--- src/rtl/sexp_scan_pkg.sv ---
package sexp_scan_pkg;

  localparam int unsigned PosBits     = 16;
  localparam int unsigned LenBits     = 8;
  localparam int unsigned KindBits    = 5;
  localparam int unsigned MaxTokenLen = 255;
  localparam int unsigned NumKeywords = 13;
  localparam int unsigned PrefixBytes = 8;

  localparam logic [KindBits-1:0] KIND_OPEN  = 5'd13;
  localparam logic [KindBits-1:0] KIND_CLOSE = 5'd14;
  localparam logic [KindBits-1:0] KIND_ARROW = 5'd15;
  localparam logic [KindBits-1:0] KIND_VAR   = 5'd16;
  localparam logic [KindBits-1:0] KIND_NUM   = 5'd17;
  localparam logic [KindBits-1:0] KIND_ID    = 5'd18;
  localparam logic [KindBits-1:0] KIND_END   = 5'd19;

  localparam logic [7:0] CHAR_NL     = 8'h0a;
  localparam logic [7:0] CHAR_TAB    = 8'h09;
  localparam logic [7:0] CHAR_SPACE  = 8'h20;
  localparam logic [7:0] CHAR_SEMI   = 8'h3b;
  localparam logic [7:0] CHAR_LT     = 8'h3c;
  localparam logic [7:0] CHAR_EQ     = 8'h3d;
  localparam logic [7:0] CHAR_QUEST  = 8'h3f;
  localparam logic [7:0] CHAR_OPEN   = 8'h28;
  localparam logic [7:0] CHAR_CLOSE  = 8'h29;
  localparam logic [7:0] CHAR_ZERO   = 8'h30;
  localparam logic [7:0] CHAR_NINE   = 8'h39;

  // Keyword text, first character in the lowest byte.
  localparam logic [63:0] KwText [NumKeywords] = '{
    64'h0000_0000_656c_6f72,  // role
    64'h0000_0000_6573_6162,  // base
    64'h0000_0074_7570_6e69,  // input
    64'h0000_0000_7469_6e69,  // init
    64'h0000_006c_6167_656c,  // legal
    64'h0000_0000_7478_656e,  // next
    64'h0000_0000_6c61_6f67,  // goal
    64'h6c61_6e69_6d72_6574,  // terminal
    64'h0000_0000_7365_6f64,  // does
    64'h0000_0000_6575_7274,  // true
    64'h0000_0000_0074_6f6e,  // not
    64'h0000_0000_0000_726f,  // or
    64'h7463_6e69_7473_6964   // distinct
  };

  localparam logic [LenBits-1:0] KwLen [NumKeywords] = '{
    8'd4, 8'd4, 8'd5, 8'd4, 8'd5, 8'd4, 8'd4, 8'd8, 8'd4, 8'd4, 8'd3, 8'd2, 8'd8
  };

  typedef struct packed {
    logic                 last;
    logic [PosBits-1:0]   column;
    logic [PosBits-1:0]   line;
    logic [LenBits-1:0]   length;
    logic [KindBits-1:0]  kind;
  } result_t;

  function automatic logic [KindBits-1:0] classify(input logic [63:0] prefix,
                                                   input logic [LenBits-1:0] count,
                                                   input logic all_digits);
    logic [KindBits-1:0] kind;
    logic                found;
    kind  = KIND_ID;
    found = 1'b0;
    for (int i = 0; i < NumKeywords; i++) begin
      if (!found && count == KwLen[i] && prefix == KwText[i]) begin
        kind  = KindBits'(i);
        found = 1'b1;
      end
    end
    if (!found) begin
      if (prefix[7:0] == CHAR_QUEST) begin
        kind = KIND_VAR;
      end else if (all_digits) begin
        kind = KIND_NUM;
      end
    end
    return kind;
  endfunction

  function automatic logic [PosBits-1:0] sat_inc(input logic [PosBits-1:0] v);
    return (v == {PosBits{1'b1}}) ? v : v + PosBits'(1);
  endfunction

endpackage

--- src/rtl/s_expression_token_scanner_unit.sv ---
// Lexer for an s-expression clause language, one text byte per transfer.
// The slave channel carries a character in s_axis_tdata and an end-of-input
// flag in s_axis_tuser; with the flag set the character is ignored, the
// pending token is flushed and an END token follows. The master channel
// carries one classified token per transfer: kind, length, start line and
// start column in m_axis_tdata, and tlast on the final token that a given
// input transfer caused.
// Each byte is scanned in the cycle it is taken and its tokens are written
// into a four-entry result queue, so a token is offered from the queue
// register and never in the cycle of the byte that ends it. The scanner
// takes one byte per cycle while the queue has room for two tokens; a byte
// that yields two tokens (a token ended by a bracket, or end of input after
// a token) stalls the input only when the receiver is slower than the input.
// When the receiver stalls, the queue fills and s_axis_tready drops; nothing
// is lost. Reset empties the queue, returns the scanner to idle between
// tokens and sets the line and column counters to zero.
module s_expression_token_scanner_unit (
  input  logic        clk_i,
  input  logic        rst_ni,
  input  logic        s_axis_tvalid,
  output logic        s_axis_tready,
  input  logic [7:0]  s_axis_tdata,   // [7:0] char_byte
  input  logic        s_axis_tuser,   // [0] end_of_input
  output logic        m_axis_tvalid,
  input  logic        m_axis_tready,
  // [4:0] token_kind, [12:5] token_length, [28:13] start_line,
  // [44:29] start_column, [47:45] zero
  output logic [47:0] m_axis_tdata,
  output logic        m_axis_tlast
);

  localparam int unsigned PB = sexp_scan_pkg::PosBits;
  localparam int unsigned LB = sexp_scan_pkg::LenBits;

  typedef enum logic [1:0] {
    MODE_IDLE,
    MODE_TOKEN,
    MODE_COMMENT,
    MODE_CLAUSE
  } mode_e;

  mode_e                      mode_q, mode_d;
  logic [63:0]                prefix_q, prefix_d;
  logic [LB-1:0]              count_q, count_d;
  logic                       digits_q, digits_d;
  logic [PB-1:0]              line_q, line_d;
  logic [PB-1:0]              col_q, col_d;
  logic [PB-1:0]              sline_q, sline_d;
  logic [PB-1:0]              scol_q, scol_d;

  sexp_scan_pkg::result_t     fifo_q [4];
  logic [1:0]                 wr_ptr_q, rd_ptr_q;
  logic [2:0]                 fill_q, fill_d;

  sexp_scan_pkg::result_t     res0, res1, pend, brk, endr;
  logic [1:0]                 n_res;
  logic                       accept, pop;
  logic [7:0]                 c;
  logic                       ws, paren;

  assign s_axis_tready = (fill_q <= 3'd2);
  assign accept        = s_axis_tvalid && s_axis_tready;
  assign m_axis_tvalid = (fill_q != 3'd0);
  assign pop           = m_axis_tvalid && m_axis_tready;
  assign m_axis_tdata  = {3'b000, fifo_q[rd_ptr_q].column, fifo_q[rd_ptr_q].line,
                          fifo_q[rd_ptr_q].length, fifo_q[rd_ptr_q].kind};
  assign m_axis_tlast  = fifo_q[rd_ptr_q].last;

  assign c     = s_axis_tdata;
  assign ws    = (c == sexp_scan_pkg::CHAR_SPACE) || (c == sexp_scan_pkg::CHAR_TAB) ||
                 (c == sexp_scan_pkg::CHAR_NL);
  assign paren = (c == sexp_scan_pkg::CHAR_OPEN) || (c == sexp_scan_pkg::CHAR_CLOSE);

  always_comb begin
    mode_d   = mode_q;
    prefix_d = prefix_q;
    count_d  = count_q;
    digits_d = digits_q;
    line_d   = line_q;
    col_d    = col_q;
    sline_d  = sline_q;
    scol_d   = scol_q;
    n_res    = 2'd0;

    pend.kind   = sexp_scan_pkg::classify(prefix_q, count_q, digits_q);
    pend.length = count_q;
    pend.line   = sexp_scan_pkg::sat_inc(sline_q);
    pend.column = scol_q;
    pend.last   = 1'b0;

    endr.kind   = sexp_scan_pkg::KIND_END;
    endr.length = '0;
    endr.line   = sexp_scan_pkg::sat_inc(line_q);
    endr.column = col_q;
    endr.last   = 1'b1;

    if (!s_axis_tuser) begin
      if (c == sexp_scan_pkg::CHAR_NL) begin
        line_d = sexp_scan_pkg::sat_inc(line_q);
        col_d  = '0;
      end else begin
        col_d = sexp_scan_pkg::sat_inc(col_q);
      end
    end

    brk.kind   = (c == sexp_scan_pkg::CHAR_OPEN) ? sexp_scan_pkg::KIND_OPEN :
                                                   sexp_scan_pkg::KIND_CLOSE;
    brk.length = LB'(1);
    brk.line   = sexp_scan_pkg::sat_inc(line_d);
    brk.column = col_d;
    brk.last   = 1'b1;

    res0 = pend;
    res1 = endr;

    if (s_axis_tuser) begin
      mode_d = MODE_IDLE;
      if (mode_q == MODE_TOKEN || mode_q == MODE_CLAUSE) begin
        n_res = 2'd2;
      end else begin
        res0  = endr;
        n_res = 2'd1;
      end
    end else begin
      case (mode_q)
        MODE_COMMENT: begin
          if (c == sexp_scan_pkg::CHAR_NL) begin
            mode_d = MODE_IDLE;
          end
        end
        MODE_IDLE: begin
          if (c == sexp_scan_pkg::CHAR_SEMI) begin
            mode_d = MODE_COMMENT;
          end else if (ws) begin
            mode_d = MODE_IDLE;
          end else if (paren) begin
            res0  = brk;
            n_res = 2'd1;
          end else begin
            sline_d  = line_d;
            scol_d   = col_d;
            prefix_d = {56'd0, c};
            count_d  = LB'(1);
            digits_d = (c >= sexp_scan_pkg::CHAR_ZERO) && (c <= sexp_scan_pkg::CHAR_NINE);
            mode_d   = (c == sexp_scan_pkg::CHAR_LT) ? MODE_CLAUSE : MODE_TOKEN;
          end
        end
        default: begin
          if (mode_q == MODE_CLAUSE && c == sexp_scan_pkg::CHAR_EQ) begin
            res0.kind   = sexp_scan_pkg::KIND_ARROW;
            res0.length = LB'(2);
            res0.last   = 1'b1;
            n_res       = 2'd1;
            mode_d      = MODE_IDLE;
          end else if (ws) begin
            res0.last = 1'b1;
            n_res     = 2'd1;
            mode_d    = MODE_IDLE;
          end else if (c == sexp_scan_pkg::CHAR_SEMI) begin
            res0.last = 1'b1;
            n_res     = 2'd1;
            mode_d    = MODE_COMMENT;
          end else if (paren) begin
            res1   = brk;
            n_res  = 2'd2;
            mode_d = MODE_IDLE;
          end else begin
            for (int i = 0; i < sexp_scan_pkg::PrefixBytes; i++) begin
              if (count_q == LB'(i)) begin
                prefix_d[8*i +: 8] = c;
              end
            end
            if (!((c >= sexp_scan_pkg::CHAR_ZERO) && (c <= sexp_scan_pkg::CHAR_NINE))) begin
              digits_d = 1'b0;
            end
            if (count_q < LB'(sexp_scan_pkg::MaxTokenLen)) begin
              count_d = count_q + LB'(1);
            end
            mode_d = MODE_TOKEN;
          end
        end
      endcase
    end

    fill_d = fill_q + (accept ? {1'b0, n_res} : 3'd0) - {2'b00, pop};
  end

  always_ff @(posedge clk_i or negedge rst_ni) begin
    if (!rst_ni) begin
      mode_q   <= MODE_IDLE;
      prefix_q <= '0;
      count_q  <= '0;
      digits_q <= 1'b1;
      line_q   <= '0;
      col_q    <= '0;
      sline_q  <= '0;
      scol_q   <= '0;
      wr_ptr_q <= '0;
      rd_ptr_q <= '0;
      fill_q   <= '0;
    end else begin
      if (accept) begin
        mode_q   <= mode_d;
        prefix_q <= prefix_d;
        count_q  <= count_d;
        digits_q <= digits_d;
        line_q   <= line_d;
        col_q    <= col_d;
        sline_q  <= sline_d;
        scol_q   <= scol_d;
        wr_ptr_q <= wr_ptr_q + n_res;
      end
      if (pop) begin
        rd_ptr_q <= rd_ptr_q + 2'd1;
      end
      fill_q <= fill_d;
    end
  end

  always_ff @(posedge clk_i) begin
    if (accept && n_res != 2'd0) begin
      fifo_q[wr_ptr_q] <= res0;
    end
    if (accept && n_res == 2'd2) begin
      fifo_q[wr_ptr_q + 2'd1] <= res1;
    end
  end

endmodule
--- config.mk ---
export PLATFORM = sky130hd
export DESIGN_NAME = s_expression_token_scanner_unit
export DESIGN_NICKNAME = d
export VERILOG_FILES = /design/src/rtl/sexp_scan_pkg.sv /design/src/rtl/s_expression_token_scanner_unit.sv
export SDC_FILE = /design/constraint.sdc
export NUM_CORES = 1
export LEC_CHECK = 0
export BUFFER_PORTS_ARGS = -buffer_cell sky130_fd_sc_hd__clkbuf_2
export CORE_MARGIN = 2
export CORE_UTILIZATION = 51
export DETAILED_ROUTE_END_ITERATION = 16
export PLACE_DENSITY_LB_ADDON = 0.08
export SLEW_MARGIN = 30
export SYNTH_ARGS = -nofsm -noshare
export SYNTH_HDL_FRONTEND = slang
export SYNTH_SLANG_ARGS = --single-unit
--- constraint.sdc ---
create_clock -name clk_i -period 3.9 [get_ports clk_i]
set_clock_uncertainty 0.2 [all_clocks]
set_input_delay 0.975 -clock clk_i [delete_from_list [all_inputs] [get_ports clk_i]]
set_output_delay 0.975 -clock clk_i [all_outputs]
set_load 0.005 [all_outputs]
==> Word level (Yosys, flattened, before mapping) <==
Memories as Yosys holds them, arrays and structs flattened.
Index checks and enable logic that the tools add are counted.
W data, S select, Z words.
{ "op_classes": {"n_addsub": 10, "n_lt_le_gt_ge": 4, "eq_ne": 46, "mux": 116, "bitwise_logic": 5, "n_reduce_logical": 73} }
{ "ops": {"columns": ["operator", "n"], "rows": [
  ["$eq A64 B31 Y1 const B", 7],
  ["$mux W64", 7],
  ["$mux W45", 6],
  ["$mux W46", 5],
  ["$eq A64 B39 Y1 const B", 2],
  ["$eq A64 B63 Y1 const B", 2],
  ["$mux W16", 8],
  ["$mux W8", 16],
  ["$pmux W64 S2", 1],
  ["$reduce_and A10 Y1", 10],
  ["$mux W5", 16],
  ["$add A16 B1 Y16 const B", 4],
  ["$eq A16 B16 Y1 const B", 4],
  ["$eq A64 B15 Y1 const B", 1],
  ["$eq A64 B23 Y1 const B", 1],
  ["$eq A8 B6 Y1 const B", 7],
  ["$mux W2", 17],
  ["$eq A8 B3 Y1 const B", 4],
  ["$mux W1", 32],
  ["$mux W32", 1],
  ["$logic_and A1 B1 Y1", 31],
  ["$pmux W13 S2", 1],
  ["$eq A8 B4 Y1 const B", 3],
  ["$reduce_bool A2 Y1", 10],
  ["other kinds (30)", 58]
]} }
{ "totals": {"reg_bits": 146, "ramBits": 184, "out_inout_bits": 51, "n_memories": 1} }
{ "mem_list": {"columns": ["memory", "words", "width", "read_ports", "rd_ports_with_merged_regs", "wr", "line_no", "source"], "rows": [
  ["fifo_q", 4, 46, 1, 0, 2, "s_expression_token_scanner_unit.sv:51", "sexp_scan_pkg::result_t fifo_q [4];"]
]} }

==> Longest topological paths before layout <==
Gate-level depths: netlist (run 1).
{ "logic_depth": {"word_depth": 59, "ltp_mapped": 16, "depth_no_buf": 13} }

==> Least setup slack after synthesis (run 1) <==
Ideal clock, no wire load.
{ "synth_path": {"path_type": "input-to-reg", "start": "input port s_axis_tdata[2]", "end": "memory fifo_q[0][19] in the netlist's numbering (data pin)", "setup_ps": 274, "arrival_time_ps": 4252, "required_ps": 3426, "path_slack_ps": -826, "cell_stages": 15, "path_buffers": 3, "cell_sequence": "buf_6 or4_4 or3_1 buf_6 buf_2 a21oi_1 xnor2_1 inv_1 ha_1 o21ai_0 or4_1 a31o_2 xor2_1 a21oi_1 o22ai_1"} }
{ "synth_lines": {"columns": ["element", "line_no", "source"], "rows": [
  ["start: declaration", "s_expression_token_scanner_unit.sv:22", "input logic [7:0] s_axis_tdata,"],
  ["end: declaration", "s_expression_token_scanner_unit.sv:51", null]
]} }

==> metrics.txt, run 1 <==
synthesized area per cell 10.1 sq um; flops & latches, synth 330; Area Growth Syn to Fin 23.1%; async set-reset flop share out of synthesis 44.2%; WS Path Type in2reg; worst-skew pair later-pin latency 0.55 ns; Cell Area, Placed 0.0210 sq mm; drt via density 6.36; setup tns final -0.417 ns; fraction of layout cells with a size suffix above 1 26.6%; violated checks negative setup slack; switching share of power 33.6%; worst r2r src count_q[7]; CP Data Arrival Time 4.03 ns; DR WL/cell 23.3 microns; cts hold-fix bufs 0; Pre-antenna DRT Iters 5; global-route wire length before repair 90.5 mm; kind of start point of the critical path primary input; Overflow after GRT 0; Synth Warn # 0; Max H-tree Level 2; combinational share of power 30.3%; Power Density 542 mW/mm^2; antenna violations before repair 0; Final Util 63.9%; DRC viols 0; row cnt 69; Synth Instances 1828; antenna-violating nets left 0; GRT Total Usage 30.9%; Num CTS Buffers 38; Leak Pwr 8.49 nW; core area 0.0356 sq mm; WHS 0.228 ns; Inst Count DP 2436; CTS Buffer Depth 3; total chip power 12.3 mW; Clk network pwr share 29.6%; Synth area leader edfxtp_1; initial DRC count 1692; Max-slew headroom 35.4%; reg2reg end fifo_q[0][1]; IO Pins 64; internal power 8.17 mW; Initial Util 51.9%; maximum fanout along the worst path 6; Top FF cell, synth edfxtp_1; Die X 194 microns; port bufs 60; Setup Slack @ Placement -0.788 ns; Vias 16000; pin count of the biggest net entering global routing 69; R2R depth 10; final hold vios 0; CTS tree yes; type of destination of the critical path flip-flop; Synth top area share 24.7%; drt total wl 58.7 mm; GP Congestion 0.970; Worst Hold Class in2async; die height 194 microns; max-capacitance violation count 0; most frequent cells in the layout buf_4 (221), nand2_1 (163), edfxtp_1 (152); post-synthesis sequential area ratio 48.0%; r2r setup slk 0.14 ns; Post-synth EDFFs 152; clock sink total 330; vias in the first global route 15300; fmax 254 MHz; unrepaired setup endpoints after global routing yes; non-filler cells, final 2519; switching pwr 4.14 mW; Detail Placement HPWL 41.7 mm; worst path required time 3.99 ns; Design Area, Final 0.0227 sq mm; Worst-path clk slew 0.06 ns; Nets 2056; VDD IR-drop max 0.000684 V; Final Max Slew Viols 0; setup violators final 25; Flop pwr share 40.1%; post-synth cell types 89; Least-Margin Pin Slew 0.969 ns; top cells by area, synth edfxtp_1 (25%), dfrtp_1 (20%), mux4_2 (5.6%); fin crit share 101%; Tmin final 3.94 ns; most common cell after layout, fill and taps aside buf_4; setup ws final -0.0409 ns; root buf cell clkbuf_16; fillcell total 2940; Cell Area, Synth 0.0185 sq mm; ANT cells 0; Die ar. 0.0377 sq mm; status finished with violations
layout make-up:
type / instances / area (sq um) / share of cell area, %
multi-input cells: 1334 / 9560 / 42.1
flip-flops and latches: 330 / 8870 / 39.0
repair buffers: 304 / 2380 / 10.5
clock buffers: 49 / 1020 / 4.51
well taps: 461 / 577 / 2.54
clock inverters: 19 / 221 / 0.975
inverters: 22 / 85.1 / 0.375
worst max path at each step:
stage	from	endpoint	cells after the start
after CTS	s_axis_tdata[2]	fifo_q[1][15]	14
after global placement	s_axis_tdata[4]	fifo_q[0][19]	14
after detailed placement	s_axis_tdata[4]	fifo_q[3][20]	15
after global routing	s_axis_tdata[2]	fifo_q[1][15]	14
after floorplan	s_axis_tdata[2]	fifo_q[0][19]	15
final	s_axis_tdata[2]	fifo_q[0][20]	13
synth_stat cells (all sizes together) (11+ instances only):
cell / count
nand2: 169
nand2b: 17
buf: 25
or3: 15
inv: 21
nor4: 33
mux2: 34
and2: 18
ha: 12
mux2i: 46
a211oi: 11
mux4: 46
a22oi: 12
a22o: 17
edfxtp: 152
a21oi: 78
nor2: 126
nor3: 57
and4: 11
o21ai: 148
and3: 16
nand4: 44
o22ai: 146
xnor2: 34
dfxtp: 32
a31oi: 12
nand3: 71
dfrtp: 145
clkbuf: 120
xor2: 33
power groups by stage:
stage | Clock (mW) | Sequential [mW] | Combinational [mW]
2_1_floorplan | 0 | 4.65 | 2.43
3_3_place_gp | 0 | 4.97 | 3.64
3_5_place_dp | 0 | 4.99 | 3.69
4_1_cts | 3.69 | 4.93 | 3.70
5_1_grt | 3.84 | 5.04 | 4.04
6_report | 3.64 | 4.94 | 3.73
critical path, cell delays in order:
cell      delay (ns)
buf_6           0.09
or4_4           0.53
or3_4           0.44
buf_6           0.14
a221o_1         0.30
a221oi_4        0.53
nor4_4          0.07
buf_4           0.17
nand3_4         0.11
buf_12          0.13
a31oi_4         0.09
a211oi_4        0.31
o22ai_1         0.13
layer usage:
metal,wire (microns),GRT usage (%),share of wire (%)
met3,6120,9.39,10
met5,0,0,0
met4,1000,6.71,1.7
met2,25400,45.1,43
met1,26200,45.5,45
logic make-up after synthesis:
| logic type | count (synthesis) | synth area share (%) |
|---|---|---|
| compound gates | 476 | 15.7 |
| xor+xnor | 67 | 3.18 |
| fa+ha+maj | 13 | 0.922 |
| buf+inv | 167 | 3.62 |
| flops | 330 | 48.0 |
| mux | 126 | 10.2 |
| other cells | 1 | 0.0203 |
| simple gates | 648 | 18.3 |
state kept, by name (all words and copies together) (netlist names):
register / flops
col_q: 16
count_q: 8
digits_q: 1
fifo_q: 184
fill_q: 3
line_q: 16
mode_q: 2
prefix_q: 64
rd_ptr_q: 2
scol_q: 16
sline_q: 16
wr_ptr_q: 2
what timing repair did:
item	in CTS	in global routing
setup endpoints to repair	63	65
cloned	1	0
resized for setup	10	53
pin swaps	9	25
setup buffers	13	1
(Power assumes the default switching activity.)
==> inputs of run 2 (changes only) <==
--- a/config.mk
+++ b/config.mk
@@ -14,3 +14,4 @@
 export SYNTH_ARGS = -nofsm -noshare
 export SYNTH_HDL_FRONTEND = slang
 export SYNTH_SLANG_ARGS = --single-unit
+export TNS_END_PERCENT = 1
==> constraint.sdc (replaced) <==
create_clock -name clk_i -period 3.2 [get_ports clk_i]
set_clock_uncertainty 0.2 [all_clocks]
set_input_delay 0.8 -clock clk_i [delete_from_list [all_inputs] [get_ports clk_i]]
set_output_delay 0.8 -clock clk_i [all_outputs]
set_load 0.005 [all_outputs]
==> metrics.txt, run 2 (synthesis gave the netlist of run 1 again) <==
status finished with violations (unchanged); violated checks negative setup slack (unchanged); worst path bufs/invs 3 (was 4); r2r setup slk -0.43 ns (was 0.14 ns); antenna violations before repair 0 (unchanged); Die ar. 0.0377 sq mm (unchanged); VDD IR-drop max 0.000515 V (was 0.000684 V); kind of start point of the critical path primary input (unchanged); Reg with most FFs fifo_q (unchanged); drt via density 6.26 (was 6.36); Setup Slack @ Placement -1.42 ns (was -0.788 ns); core area 0.0356 sq mm (unchanged); most common cell after layout, fill and taps aside buf_4 (unchanged); CP top delay family simple AND/OR/NAND/NOR gates (was compound AO/OA/AOI/OAI gates); Area Growth Syn to Fin 26.8% (was 23.1%); Least-Margin Pin Slew 0.726 ns (was 0.969 ns); pin count of the biggest net entering global routing 58 (was 69); global-route wire length before repair 93.7 mm (was 90.5 mm); CTS Buffer Depth 3 (unchanged); Leak Pwr 9.03 nW (was 8.49 nW); fraction of layout cells with a size suffix above 1 30.0% (was 26.6%); largest registers fifo_q x184, prefix_q x64 (unchanged); Max H-tree Level 2 (unchanged); CP Data Arrival Time 3.88 ns (was 4.03 ns); R2R depth 13 (was 10); Max-slew headroom 51.3% (was 35.4%); initial DRC count 1499 (was 1692); Worst-path clk slew 0.06 ns (about the same); row cnt 69 (unchanged); WHS 0.0158 ns (was 0.228 ns); Vias 16400 (was 16000); Crit-path slowest cell or4_4 (unchanged); worst path cell trace buf_6 -> or4_4 -> or3_4 -> a21oi_4 -> mux2i_1 -> inv_1 -> ha_4 -> o21ai_4 -> buf_6 -> or4_4 -> a31o_4 -> xor2_2 -> a21oi_4 -> o22ai_1 (was buf_6 -> or4_4 -> or3_4 -> buf_6 -> a221o_1 -> a221oi_4 -> nor4_4 -> buf_4 -> nand3_4 -> buf_12 -> a31oi_4 -> a211oi_4 -> o22ai_1); Detail Placement HPWL 43.1 mm (was 41.7 mm); port bufs 60 (unchanged); type of destination of the critical path flip-flop (unchanged); WS Path Type in2reg (unchanged); cts hold-fix bufs 0 (unchanged); worst-skew pair later-pin latency 0.56 ns (was 0.55 ns); Die X 194 microns (unchanged); final hold vios 0 (unchanged); drt total wl 60.7 mm (was 58.7 mm); fin crit share 119%; GP Congestion 0.948 (was 0.970); Worst Hold Class in2async (unchanged); Num CTS Buffers 37 (was 38); setup ws final -0.612 ns (was -0.0409 ns); Nets 2157 (was 2056); root buf cell clkbuf_16 (unchanged); Power Density 649 mW/mm^2 (was 542 mW/mm^2); Overflow after GRT 0 (unchanged); IO Pins 64 (unchanged); Pre-antenna DRT Iters 8 (was 5); setup violators final 132 (was 25); unrepaired setup endpoints after global routing yes (unchanged); die height 194 microns (unchanged); most frequent cells in the layout buf_4 (314), nand2_1 (163), edfxtp_1 (152) (was buf_4 (221), nand2_1 (163), edfxtp_1 (152)); Initial Util 51.9% (unchanged); vias in the first global route 15600 (was 15300); DR WL/cell 23.2 microns (was 23.3 microns); CTS tree yes (unchanged); antenna-violating nets left 0 (unchanged); worst r2r src line_q[0] (was count_q[7]); ANT cells 0 (unchanged); Final Max Slew Viols 0 (unchanged); fmax 262 MHz; GRT Total Usage 32.1% (was 30.9%); reg2reg end fifo_q[0][19] (was fifo_q[0][1]); worst path required time 3.27 ns (was 3.99 ns); maximum fanout along the worst path 4 (was 6); fillcell total 2921 (was 2940); clock sink total 330 (unchanged); max-capacitance violation count 0 (unchanged); Largest register FFs 184 (unchanged); Tmin final 3.81 ns; total chip power 15.2 mW (was 12.3 mW); Worst path max stage delay 0.52 ns (was 0.53 ns); DRC viols 0 (unchanged)
-- run 2: cell types whose count changed in the layout (fill, tap and decap cells not counted), sizes merged --
cell      previous run  this run
clkinvlp             2         0
clkinv              12         9
buf                246       348
bufinv               5         3
clkbuf             107       111
inv                 22        24
-- run 2: worst max path at each step --
stage                     cells past startpoint            end             from
after global routing                         14  fifo_q[0][21]  s_axis_tdata[4]
after floorplan                              15  fifo_q[0][19]  s_axis_tdata[2]
after CTS                                    14  fifo_q[0][19]  s_axis_tdata[2]
final                                        14  fifo_q[0][19]  s_axis_tdata[4]
after detailed placement                     12  fifo_q[2][15]  s_axis_tdata[4]
after global placement                       10  fifo_q[0][27]  s_axis_tdata[4]
-- run 2: where the power goes --
group	switching (mW)	total, mW	leakage, nW	internal (mW)
logic	2.65	4.97	4.86	2.32
registers	0.681	5.90	3.57	5.22
clock network	1.75	4.32	0.606	2.57
total	5.08	15.2	9.03	10.1
-- run 2: stage by stage --
stage	util, %	cells	instance area (sq um)	TNS (ns)
finish	65.8	2620	23400	-36.18
floorplan	-	1830	18600	-186.72
detailed placement	60.5	2534	21500	-256.59
global route	65.8	2620	23400	-48.70
global placement	60.5	2534	21500	-255.57
CTS	64.7	2608	23000	-34.57
-- run 2: worst reg2reg max path, delay by kind of cell (launching register included) --
family                     cells  cell delay (ns)
buffers and inverters          3             0.56
adders and majority gates      1             0.20
xor gates and xnor gates       1             0.19
and+or+nand+nor                3             0.95
DFF                            1             0.34
AOI/OAI and AO/OA              5             0.90
-- run 2: per-layer routing --
metal / part of all wire (%) / vias up / routed length, microns / GRT usage, %
met5: 0 / - / 0 / 0
met4: 1.4 / 0 / 823 / 5.78
met3: 9.5 / 55 / 5740 / 6.71
met2: 43 / 721 / 25900 / 46.3
met1: 47 / 8058 / 28200 / 50.1
li1: - / 7576 / - / -
-- run 2: timing repair --
action                                  in CTS  in global routing
gates resized for setup                     49                 55
hold endpoints to repair                     0                  0
pin swaps                                   26                 20
endpoints found under the setup margin     232                364
setup buffers                                6                 12
gates cloned                                 1                  0
-- run 2: cell type report --
type	count	area (sq um)	area share [%]
multi-input cells	1334	9480	40.5
flip-flops and latches	330	8870	37.9
repair buffers	406	3170	13.5
clock buffers	53	1060	4.53
well taps	461	577	2.46
clock inverters	14	168	0.716
inverters	22	82.6	0.353
